--- src/ebrce_pkg.sv ---
// ----------------------------------------------------------------------------
// ebrce_pkg
// Shared types and constants for the eight-bit risc execute core: command and
// opcode codes, the accepted transaction payload and the execute result bundle.
// ----------------------------------------------------------------------------
package ebrce_pkg;

  // machine widths
  localparam int DATA_W        = 8;
  localparam int ADDR_W        = 8;
  localparam int INSTR_W       = 16;
  localparam int NUM_REGS      = 16;
  localparam int REG_AW        = $clog2(NUM_REGS);
  localparam int MEM_DEPTH_DEF = 256;

  // transaction kind carried on tuser
  typedef enum logic [1:0] {
    CMD_EXEC   = 2'd0,
    CMD_MEM_WR = 2'd1,
    CMD_MEM_RD = 2'd2,
    CMD_IDLE   = 2'd3
  } cmd_t;

  // instruction opcodes, instr[15:12]
  typedef enum logic [3:0] {
    OP_ADD  = 4'd0,
    OP_SUB  = 4'd1,
    OP_MUL  = 4'd2,
    OP_INC  = 4'd3,
    OP_AND  = 4'd4,
    OP_OR   = 4'd5,
    OP_XOR  = 4'd6,
    OP_NOT  = 4'd7,
    OP_SLLI = 4'd8,
    OP_SRLI = 4'd9,
    OP_LI   = 4'd10,
    OP_LD   = 4'd11,
    OP_ST   = 4'd12,
    OP_JMP  = 4'd13,
    OP_BEQZ = 4'd14,
    OP_HLT  = 4'd15
  } op_t;

  // one accepted input transaction
  typedef struct packed {
    cmd_t                cmd;
    logic [INSTR_W-1:0]  instr;
    logic [ADDR_W-1:0]   mem_addr;
    logic [DATA_W-1:0]   mem_wdata;
  } item_t;

  // what the execute stage asks of the state
  typedef struct packed {
    logic                rf_we;
    logic [REG_AW-1:0]   rf_waddr;
    logic [DATA_W-1:0]   rf_wdata;
    logic                dm_we;
    logic                dm_ld;
    logic [ADDR_W-1:0]   dm_addr;
    logic [DATA_W-1:0]   dm_wdata;
    logic [ADDR_W-1:0]   pc;
    logic                halt;
  } exe_t;

endpackage

--- src/ebrce_alu.sv ---
// ----------------------------------------------------------------------------
// ebrce_alu
// Execute logic: decodes one transaction, computes the register result, the
// data memory access, the next pc and the halt flag.
// ----------------------------------------------------------------------------
module ebrce_alu (
  input  ebrce_pkg::item_t                   item_i,
  input  logic [ebrce_pkg::DATA_W-1:0]       opa_i,   // value of rs
  input  logic [ebrce_pkg::DATA_W-1:0]       opb_i,   // value of rt, or rd for inc/st/beqz
  input  logic [ebrce_pkg::ADDR_W-1:0]       pc_i,
  input  logic                               halt_i,
  output ebrce_pkg::exe_t                    exe_o
);

  ebrce_pkg::op_t                     op;
  logic [ebrce_pkg::REG_AW-1:0]       rd;
  logic [ebrce_pkg::REG_AW-1:0]       rs;
  logic [ebrce_pkg::REG_AW-1:0]       rt;
  logic                               exec;
  logic [2*ebrce_pkg::DATA_W-1:0]     prod;
  logic [ebrce_pkg::DATA_W-1:0]       res;
  logic [ebrce_pkg::ADDR_W-1:0]       pc2;
  logic [ebrce_pkg::ADDR_W-1:0]       ea;

  // field split and shared arithmetic
  always_comb begin
    op   = ebrce_pkg::op_t'(item_i.instr[15:12]);
    rd   = item_i.instr[11:8];
    rs   = item_i.instr[7:4];
    rt   = item_i.instr[3:0];
    exec = (item_i.cmd == ebrce_pkg::CMD_EXEC) && !halt_i;
    prod = opa_i * opb_i;
    pc2  = pc_i + 8'd2;
    ea   = opa_i + {4'b0000, rt};
  end

  // register result
  always_comb begin
    case (op)
      ebrce_pkg::OP_ADD:  res = opa_i + opb_i;
      ebrce_pkg::OP_SUB:  res = opa_i - opb_i;
      ebrce_pkg::OP_MUL:  res = prod[ebrce_pkg::DATA_W-1:0];
      ebrce_pkg::OP_INC:  res = opb_i + 8'd1;
      ebrce_pkg::OP_AND:  res = opa_i & opb_i;
      ebrce_pkg::OP_OR:   res = opa_i | opb_i;
      ebrce_pkg::OP_XOR:  res = opa_i ^ opb_i;
      ebrce_pkg::OP_NOT:  res = ~opa_i;
      ebrce_pkg::OP_SLLI: res = rt[3] ? 8'd0 : (opa_i << rt[2:0]);
      ebrce_pkg::OP_SRLI: res = rt[3] ? 8'd0 : (opa_i >> rt[2:0]);
      ebrce_pkg::OP_LI:   res = {rs, rt};
      default:            res = 8'd0;
    endcase
  end

  // side effects and control flow
  always_comb begin
    exe_o          = '0;
    exe_o.rf_waddr = rd;
    exe_o.rf_wdata = res;
    exe_o.dm_addr  = item_i.mem_addr;
    exe_o.dm_wdata = item_i.mem_wdata;
    exe_o.pc       = pc_i;
    exe_o.halt     = halt_i;
    if (exec) begin
      exe_o.pc = pc2;
      case (op)
        ebrce_pkg::OP_LD: begin
          exe_o.dm_ld   = 1'b1;
          exe_o.dm_addr = ea;
        end
        ebrce_pkg::OP_ST: begin
          exe_o.dm_we    = 1'b1;
          exe_o.dm_addr  = ea;
          exe_o.dm_wdata = opb_i;
        end
        ebrce_pkg::OP_JMP: begin
          exe_o.pc = pc2 + {rd[2:0], rs, 1'b0};
        end
        ebrce_pkg::OP_BEQZ: begin
          if (opb_i == 8'd0) begin
            exe_o.pc = pc2 + {rs[2:0], rt, 1'b0};
          end
        end
        ebrce_pkg::OP_HLT: begin
          exe_o.halt = 1'b1;
        end
        default: begin
          exe_o.rf_we = 1'b1;
        end
      endcase
    end else if (item_i.cmd == ebrce_pkg::CMD_MEM_WR) begin
      exe_o.dm_we = 1'b1;
    end
  end

endmodule

--- src/eight_bit_risc_core_execute_core.sv ---
// ----------------------------------------------------------------------------
// eight_bit_risc_core_execute_core
// Executes one instruction or one data memory access per transaction, with
// the register file and data memory in synchronous memories.
// ----------------------------------------------------------------------------
//  channel  | direction | tdata                               | tuser
//  ---------+-----------+-------------------------------------+-------------
//  in_      | input     | instr_word, mem_addr, mem_wdata     | cmd
//  out_     | output    | next_pc, read_data                  | halted
//
//  Every transaction except a load completes in the execute stage; a load then
//  moves to the load write-back stage, because its data comes out of the data
//  memory's registered read port before it is written back to the register file.
//  Results of back-to-back transactions are forwarded around both memories.
//  Reset clears pc, halt flag and the register file valid bits; the data
//  memory is not cleared.
//  A stalled out_tready holds the execute stage and then in_tready.
// ----------------------------------------------------------------------------
module eight_bit_risc_core_execute_core #(
  parameter int MEM_DEPTH = ebrce_pkg::MEM_DEPTH_DEF
) (
  input  logic        clk,
  input  logic        rst_n,
  input  logic        in_tvalid,
  output logic        in_tready,
  input  logic [31:0] in_tdata,    // instr_word[15:0], mem_addr[23:16], mem_wdata[31:24]
  input  logic [1:0]  in_tuser,    // cmd[1:0]
  output logic        out_tvalid,
  input  logic        out_tready,
  output logic [15:0] out_tdata,   // next_pc[7:0], read_data[15:8]
  output logic        out_tuser    // halted
);

  localparam int DM_AW = $clog2(MEM_DEPTH);
  localparam int DW    = ebrce_pkg::DATA_W;
  localparam int RAW   = ebrce_pkg::REG_AW;

  // state memories
  logic [DW-1:0]                    rf_mem [ebrce_pkg::NUM_REGS];
  logic [ebrce_pkg::NUM_REGS-1:0]   rf_vld_r;
  logic [DW-1:0]                    dm_mem [MEM_DEPTH];
  logic [DW-1:0]                    rf_qa_r;
  logic [DW-1:0]                    rf_qb_r;
  logic [DW-1:0]                    dm_q_r;

  // architectural registers
  logic [ebrce_pkg::ADDR_W-1:0]     pc_r;
  logic                             halt_r;

  // execute stage
  logic                             s1_valid_r;
  ebrce_pkg::item_t                 s1_item_r;
  logic                             rf_va_r;
  logic                             rf_vb_r;
  logic                             fwd_a_r;
  logic                             fwd_b_r;
  logic [DW-1:0]                    fwd_data_r;
  logic                             dfwd_r;
  logic [DW-1:0]                    dfwd_data_r;

  // load write-back stage
  logic                             s2_valid_r;
  logic [RAW-1:0]                   s2_rd_r;
  logic                             s2_inrange_r;

  // output register
  logic                             out_valid_r;
  logic [15:0]                      out_tdata_r;
  logic                             out_tuser_r;

  ebrce_pkg::item_t                 in_item;
  ebrce_pkg::op_t                   in_op;
  logic                             in_acc;
  logic [RAW-1:0]                   ra;
  logic [RAW-1:0]                   rb;
  logic [DW-1:0]                    opa;
  logic [DW-1:0]                    opb;
  ebrce_pkg::exe_t                  exe;
  logic                             out_free;
  logic                             s1_go;
  logic                             s1_out;
  logic                             s2_go;
  logic                             wb_en;
  logic [RAW-1:0]                   wb_addr;
  logic [DW-1:0]                    wb_data;
  logic [DW-1:0]                    ld_data;
  logic                             dm_inrange;
  logic                             dm_we;
  logic [DM_AW-1:0]                 dm_waddr;
  logic                             dm_re_acc;
  logic                             dm_re_ld;
  logic [DM_AW-1:0]                 dm_raddr;
  logic                             rd_inrange;
  logic [DW-1:0]                    rd_byte;

  // unpack the input transaction and pick register read addresses
  always_comb begin
    in_item.cmd       = ebrce_pkg::cmd_t'(in_tuser);
    in_item.instr     = in_tdata[15:0];
    in_item.mem_addr  = in_tdata[23:16];
    in_item.mem_wdata = in_tdata[31:24];
    in_op             = ebrce_pkg::op_t'(in_item.instr[15:12]);
    ra                = in_item.instr[7:4];
    if (in_op inside {ebrce_pkg::OP_INC, ebrce_pkg::OP_ST, ebrce_pkg::OP_BEQZ}) begin
      rb = in_item.instr[11:8];
    end else begin
      rb = in_item.instr[3:0];
    end
  end

  // operands: forwarded write, else memory, else reset value
  assign opa = fwd_a_r ? fwd_data_r : (rf_va_r ? rf_qa_r : '0);
  assign opb = fwd_b_r ? fwd_data_r : (rf_vb_r ? rf_qb_r : '0);

  ebrce_alu u_alu (
    .item_i (s1_item_r),
    .opa_i  (opa),
    .opb_i  (opb),
    .pc_i   (pc_r),
    .halt_i (halt_r),
    .exe_o  (exe)
  );

  // pipeline flow
  assign out_free  = !out_valid_r || out_tready;
  assign s1_go     = s1_valid_r && !s2_valid_r && (exe.dm_ld || out_free);
  assign s1_out    = s1_go && !exe.dm_ld;
  assign s2_go     = s2_valid_r && out_free;
  assign in_tready = (!s1_valid_r || s1_out) && (!s2_valid_r || s2_go);
  assign in_acc    = in_tvalid && in_tready;

  // register file write port: execute result or load data
  assign ld_data = s2_inrange_r ? dm_q_r : '0;
  assign wb_en   = (s1_go && exe.rf_we) || s2_go;
  assign wb_addr = s2_go ? s2_rd_r : exe.rf_waddr;
  assign wb_data = s2_go ? ld_data : exe.rf_wdata;

  // data memory ports
  assign dm_inrange = {1'b0, exe.dm_addr} < 9'(MEM_DEPTH);
  assign dm_we      = s1_go && exe.dm_we && dm_inrange;
  assign dm_waddr   = exe.dm_addr[DM_AW-1:0];
  assign dm_re_acc  = in_acc && (in_item.cmd == ebrce_pkg::CMD_MEM_RD);
  assign dm_re_ld   = s1_go && exe.dm_ld;
  assign dm_raddr   = dm_re_ld ? exe.dm_addr[DM_AW-1:0] : in_item.mem_addr[DM_AW-1:0];

  // readback byte for a memory read transaction
  assign rd_inrange = {1'b0, s1_item_r.mem_addr} < 9'(MEM_DEPTH);
  assign rd_byte    = !rd_inrange ? '0 : (dfwd_r ? dfwd_data_r : dm_q_r);

  // register file memory
  always_ff @(posedge clk) begin
    if (wb_en) begin
      rf_mem[wb_addr] <= wb_data;
    end
    if (in_acc) begin
      rf_qa_r <= rf_mem[ra];
      rf_qb_r <= rf_mem[rb];
    end
  end

  // data memory
  always_ff @(posedge clk) begin
    if (dm_we) begin
      dm_mem[dm_waddr] <= exe.dm_wdata;
    end
    if (dm_re_acc || dm_re_ld) begin
      dm_q_r <= dm_mem[dm_raddr];
    end
  end

  // execute stage payload and bypass capture
  always_ff @(posedge clk) begin
    if (in_acc) begin
      s1_item_r   <= in_item;
      rf_va_r     <= rf_vld_r[ra];
      rf_vb_r     <= rf_vld_r[rb];
      fwd_a_r     <= wb_en && (wb_addr == ra);
      fwd_b_r     <= wb_en && (wb_addr == rb);
      fwd_data_r  <= wb_data;
      dfwd_r      <= dm_we && (dm_waddr == in_item.mem_addr[DM_AW-1:0]);
      dfwd_data_r <= exe.dm_wdata;
    end
    if (dm_re_ld) begin
      s2_rd_r      <= exe.rf_waddr;
      s2_inrange_r <= dm_inrange;
    end
  end

  // control state
  always_ff @(posedge clk) begin
    if (!rst_n) begin
      s1_valid_r  <= 1'b0;
      s2_valid_r  <= 1'b0;
      out_valid_r <= 1'b0;
      pc_r        <= '0;
      halt_r      <= 1'b0;
      rf_vld_r    <= '0;
    end else begin
      if (in_acc) begin
        s1_valid_r <= 1'b1;
      end else if (s1_go) begin
        s1_valid_r <= 1'b0;
      end
      if (dm_re_ld) begin
        s2_valid_r <= 1'b1;
      end else if (s2_go) begin
        s2_valid_r <= 1'b0;
      end
      if (s1_out || s2_go) begin
        out_valid_r <= 1'b1;
      end else if (out_tready) begin
        out_valid_r <= 1'b0;
      end
      if (s1_go) begin
        pc_r   <= exe.pc;
        halt_r <= exe.halt;
      end
      if (wb_en) begin
        rf_vld_r[wb_addr] <= 1'b1;
      end
    end
  end

  // result register
  always_ff @(posedge clk) begin
    if (s2_go) begin
      out_tdata_r <= {8'd0, pc_r};
      out_tuser_r <= halt_r;
    end else if (s1_out) begin
      if (s1_item_r.cmd == ebrce_pkg::CMD_MEM_RD) begin
        out_tdata_r <= {rd_byte, exe.pc};
      end else begin
        out_tdata_r <= {8'd0, exe.pc};
      end
      out_tuser_r <= exe.halt;
    end
  end

  assign out_tvalid = out_valid_r;
  assign out_tdata  = out_tdata_r;
  assign out_tuser  = out_tuser_r;

`ifndef NO_ASSERTIONS
  // a load and a younger transaction never sit in the pipe together
  a_single_stage: assert property (@(posedge clk) disable iff (!rst_n)
    !(s1_valid_r && s2_valid_r))
    else $error("execute and load stages both occupied");

  // a load in execute holds off the next transaction
  a_load_blocks: assert property (@(posedge clk) disable iff (!rst_n)
    (s1_valid_r && exe.dm_ld) |-> !in_tready)
    else $error("transaction accepted behind a load in execute");

  // a result is only loaded when the output register is free
  a_out_free: assert property (@(posedge clk) disable iff (!rst_n)
    (s1_out || s2_go) |-> (!out_valid_r || out_tready))
    else $error("pending result overwritten");

  // the data memory read port serves one requester at a time
  a_dm_read_port: assert property (@(posedge clk) disable iff (!rst_n)
    !(dm_re_acc && dm_re_ld))
    else $error("data memory read port collision");

  // once halted the machine stays halted
  a_halt_sticky: assert property (@(posedge clk) disable iff (!rst_n)
    halt_r |=> halt_r)
    else $error("halt flag cleared");
`endif

endmodule

--- config.mk ---
export PLATFORM = sky130hd
export DESIGN_NAME = eight_bit_risc_core_execute_core
export DESIGN_NICKNAME = d
export VERILOG_FILES = /design/src/ebrce_pkg.sv /design/src/ebrce_alu.sv /design/src/eight_bit_risc_core_execute_core.sv
export SDC_FILE = /design/constraint.sdc
export NUM_CORES = 2
export LEC_CHECK = 0
export BUFFER_PORTS_ARGS = -buffer_cell sky130_fd_sc_hd__buf_2
export CAP_MARGIN = 40
export CORE_MARGIN = 4
export CORE_UTILIZATION = 30
export CTS_BUF_LIST = sky130_fd_sc_hd__clkbuf_2 sky130_fd_sc_hd__clkbuf_4 sky130_fd_sc_hd__clkbuf_8
export DETAILED_ROUTE_END_ITERATION = 12
export GPL_ROUTABILITY_DRIVEN = 0
export HOLD_SLACK_MARGIN = 0.03
export MAX_ROUTING_LAYER = met4
export PLACE_DENSITY = 0.47
export SLEW_MARGIN = 20
export SYNTH_ARGS = -nofsm -noshare
export SYNTH_HDL_FRONTEND = slang
export SYNTH_SLANG_ARGS = --single-unit
--- constraint.sdc ---
create_clock -name clk -period 14.65 [get_ports clk]
set_input_delay 0.7325 -clock clk [delete_from_list [all_inputs] [get_ports clk]]
set_output_delay 0.7325 -clock clk [all_outputs]
set_load 0.01 [all_outputs]
==> results.toml <==
[finish]
layout-drive-gt1-share = 0.160
nets = 7819
areaGrowthSynthToFinish_pct = 15.7
final_common_cell = "edfxtp_1"
mostFrequentLayoutCells = "edfxtp_1, nand2_1, clkbuf_8, nor2_1, buf_4"

[critical_path]
timing.critical_path.buf_inv = 4
r2r_cells = 15
rrSetupSlack_ns = 7.26
critical_path_depth = 15
worst_ep_required_time_ns = 15.45
critical_path_peak_fanout = 58
setup.worst_path.class = "flop to flop"
cp-start-kind = "flop"
slowest_stage = "buf_4"
path_delay_family = "buffers and inverters"
r2r_end = "dm_q_r[5]"
crit_path_start = "fwd_a_r"
max_stage_delay_ns = 0.70
timing.critical_path.mode_cell = "buf_4"
cp.arrival_ns = 8.19
crit_path_end_kind = "flop"
crit_path_end = "dm_q_r[5]"
r2r-start = "fwd_a_r"
crit_chain = "nor2b_1 > a22o_1 > clkinv_1 > fa_1 > and4_1 > nor2_4 > buf_4 > buf_4 > buf_4 > and3_1 > a31oi_1 > mux4_2 > a221oi_1 > nand4_1 > and3_1"

[logic_synthesis]
synth_fp_nets = 7408
synthCells = 7289
synth_top_flop_cell = "edfxtp_1"
synth_edf_count = 2267
synthDistinctLibCells = 92
ys_async_sr_fraction = 0
netlist_area_um2 = 97800
yosysWarnings = 0
seq_area_frac_synth = 0.703
syn_avg_cell_area_um2 = 13.4
ys_seq_elements = 2302

[clocking]
tritoncts = "built"
cts_sinks = 2302
cts_buffers = 396
htree_levels = 5
clock_path_buffers = 4
cts_resized = 0
insertion_delay_ns = 1.06
root_buffer = "clkbuf_8"
clkTransAtPathRegs_ns = 0.07

[drt]
drc = 0
avgViaCountPerCell = 5.39
routedWlPerCell_um = 28.4
num_vias = 66500
wl_um = 350000
first_pass_iters = 8
drtAntennaViolNets = 0
initialDrtViolationCount = 7731

[placed_design]
dp_hpwl_um = 208000
portBuffers = 55

[global_routing]
gr-usage-all-layers = 0.209
grt_max_degree = 187
grt_antenna_before_repair = 23
grt-ovfl-total = 0
grt_pass1_vias = 63600
grt_first_pass_wirelength_um = 494000

[flow_run]
max-cap-violations = 0

[timing]
max_freq_mhz = 135
setup_viol = 0
whs_ns = 0.181
fin_crit_ns = 7.39
rsz0062_at_grt = "no"
hold_viol_final = 0
finalSetupTns_ns = 0
slew_headroom = 0.140
fin_crit_sh = 0.505
worst_pin_slew_ns = 1.29
finClkSkew_ns = 0.153
slew_violations = 0

[floorplanning]
die_x_um = 579
start_util = 0.302
core-area_um2 = 324000
ios = 57
fp.dieH_um = 579
rows = 209
dieArea_um2 = 335000

[power]
power_density_nw_per_um2 = 126
combinationalPowerShare = 0.084
pwr-share-seq = 0.513
vdd.ir_drop.worst_uv = 70.4
p_sw_frac = 0.249
p_int_mw = 10.7
p_switching_mw = 3.56
leakagePower_nw = 38.7
p_clk_frac = 0.404

[min_path]
hp-class = "input port to flop"

[status]
status = "completed"
==> metal layers <==
metal | share of wire | global-route usage
met4 | 0.028 | 0.0562
met1 | 0.43 | 0.288
met3 | 0.085 | 0.0348
met5 | 0 | -
met2 | 0.46 | 0.319
==> how the worst min path moves through the flow <==
stage	from	cells past startpoint	end	slack (ns)
floorplan	s1_item_r[27]	0	s2_rd_r[3]	0.43
global placement	rf_vld_r[14]	1	rf_vld_r[14]	0.46
detailed placement	s1_item_r[27]	0	s2_rd_r[3]	0.46
CTS	out_tready	4	s2_valid_r	0.08
global route	in_tvalid	3	s1_valid_r	0.13
finish	out_tready	4	s2_valid_r	0.18
==> metrics by stage <==
step	util	std cells	setup slack, ns	cell area [µm²]	power (mW)
3_3_place_gp	0.318	11400	7.19	103000	8.61
5_1_grt	0.349	12300	7.04	113000	14.8
3_5_place_dp	0.322	11500	7.26	104000	8.63
2_1_floorplan	-	7289	0.923	97800	8.18
6_report	0.349	12300	7.26	113000	14.3
4_1_cts	0.346	12200	7.31	112000	14.4
==> registers in the layout (all words and copies together) (netlist names), 4 cells and up <==
register / flops
s1_item_r: 34
rf_qb_r: 8
rf_qa_r: 8
dfwd_data_r: 8
pc_r: 7
dm_q_r: 8
fwd_data_r: 8
rf_vld_r: 16
s2_rd_r: 4
rf_mem: 128
dm_mem: 2048
out_tdata: 15
==> worst reg2reg max path, delay by kind of cell, from the launching register on <==
kind,cells,cell delay (ns)
compound gates,3,1.11
fa+ha+maj,1,0.67
buf+inv,4,2.19
flops,1,0.55
mux,1,0.59
simple gates,6,2.14
==> power by group through the flow <==
| stage | Clock (mW) | Combinational (mW) | Sequential [mW] |
|---|---|---|---|
| 2_1_floorplan | 0 | 0.655 | 7.53 |
| 3_3_place_gp | 0 | 1.15 | 7.46 |
| 3_5_place_dp | 0 | 1.17 | 7.46 |
| 4_1_cts | 5.88 | 1.19 | 7.32 |
| 5_1_grt | 6.20 | 1.27 | 7.32 |
| 6_report | 5.77 | 1.20 | 7.32 |
==> synthesized netlist by cell type, drive strengths merged, types with 27 or more instances <==
| library cell | number | area [µm²] |
|---|---|---|
| xnor2 | 43 | 377 |
| o21ai | 123 | 616 |
| a22oi | 45 | 338 |
| buf | 338 | 1810 |
| dfxtp | 35 | 701 |
| nor3 | 41 | 210 |
| o22ai | 70 | 438 |
| a221oi | 31 | 272 |
| edfxtp | 2267 | 68100 |
| mux4 | 88 | 1980 |
| ha | 64 | 801 |
| mux2i | 214 | 2150 |
| nand2 | 1420 | 5360 |
| a21o | 51 | 383 |
| nand4 | 27 | 184 |
| inv | 69 | 259 |
| and3 | 306 | 1910 |
| nand3 | 330 | 1650 |
| nor2 | 420 | 1600 |
| a32oi | 30 | 263 |
| a21oi | 296 | 1490 |
| clkbuf | 157 | 591 |
| a211oi | 254 | 1910 |
| a31oi | 219 | 1370 |
==> timing repair <==
action	CTS	global route
hold buffers	30	0
setup endpoints to repair	0	0
endpoints found under the hold margin	30	0
setup buffers	0	0
==> kinds of logic (layout without fill, tap and decap cells) <==
group / Yosys count / after routing / synth area share
multiplexers: 309 / 309 / 0.0430
buffers and inverters: 571 / 1269 / 0.0275
flip-flops: 2302 / 2302 / 0.703
other: 1 / 11 / 0.0000384
AND/OR/NAND/NOR: 2637 / 2637 / 0.118
XOR/XNOR: 59 / 59 / 0.00529
AO/OA/AOI/OAI: 1329 / 1329 / 0.0908
adder cells (fa/ha/maj): 81 / 81 / 0.0117
==> final cells by class <==
class                      instances  area [µm²]
antenna                           10        25.0
clock inverter                   124         853
inverter                          76         285
clock buffer                     561        6760
fill                           31700      211000
sequential                      2302       68800
tap                             4325        5410
timing repair buffer             508        4270
multi-input combinational       4416       26800
Note: power is estimated with default switching activity, not from simulation.
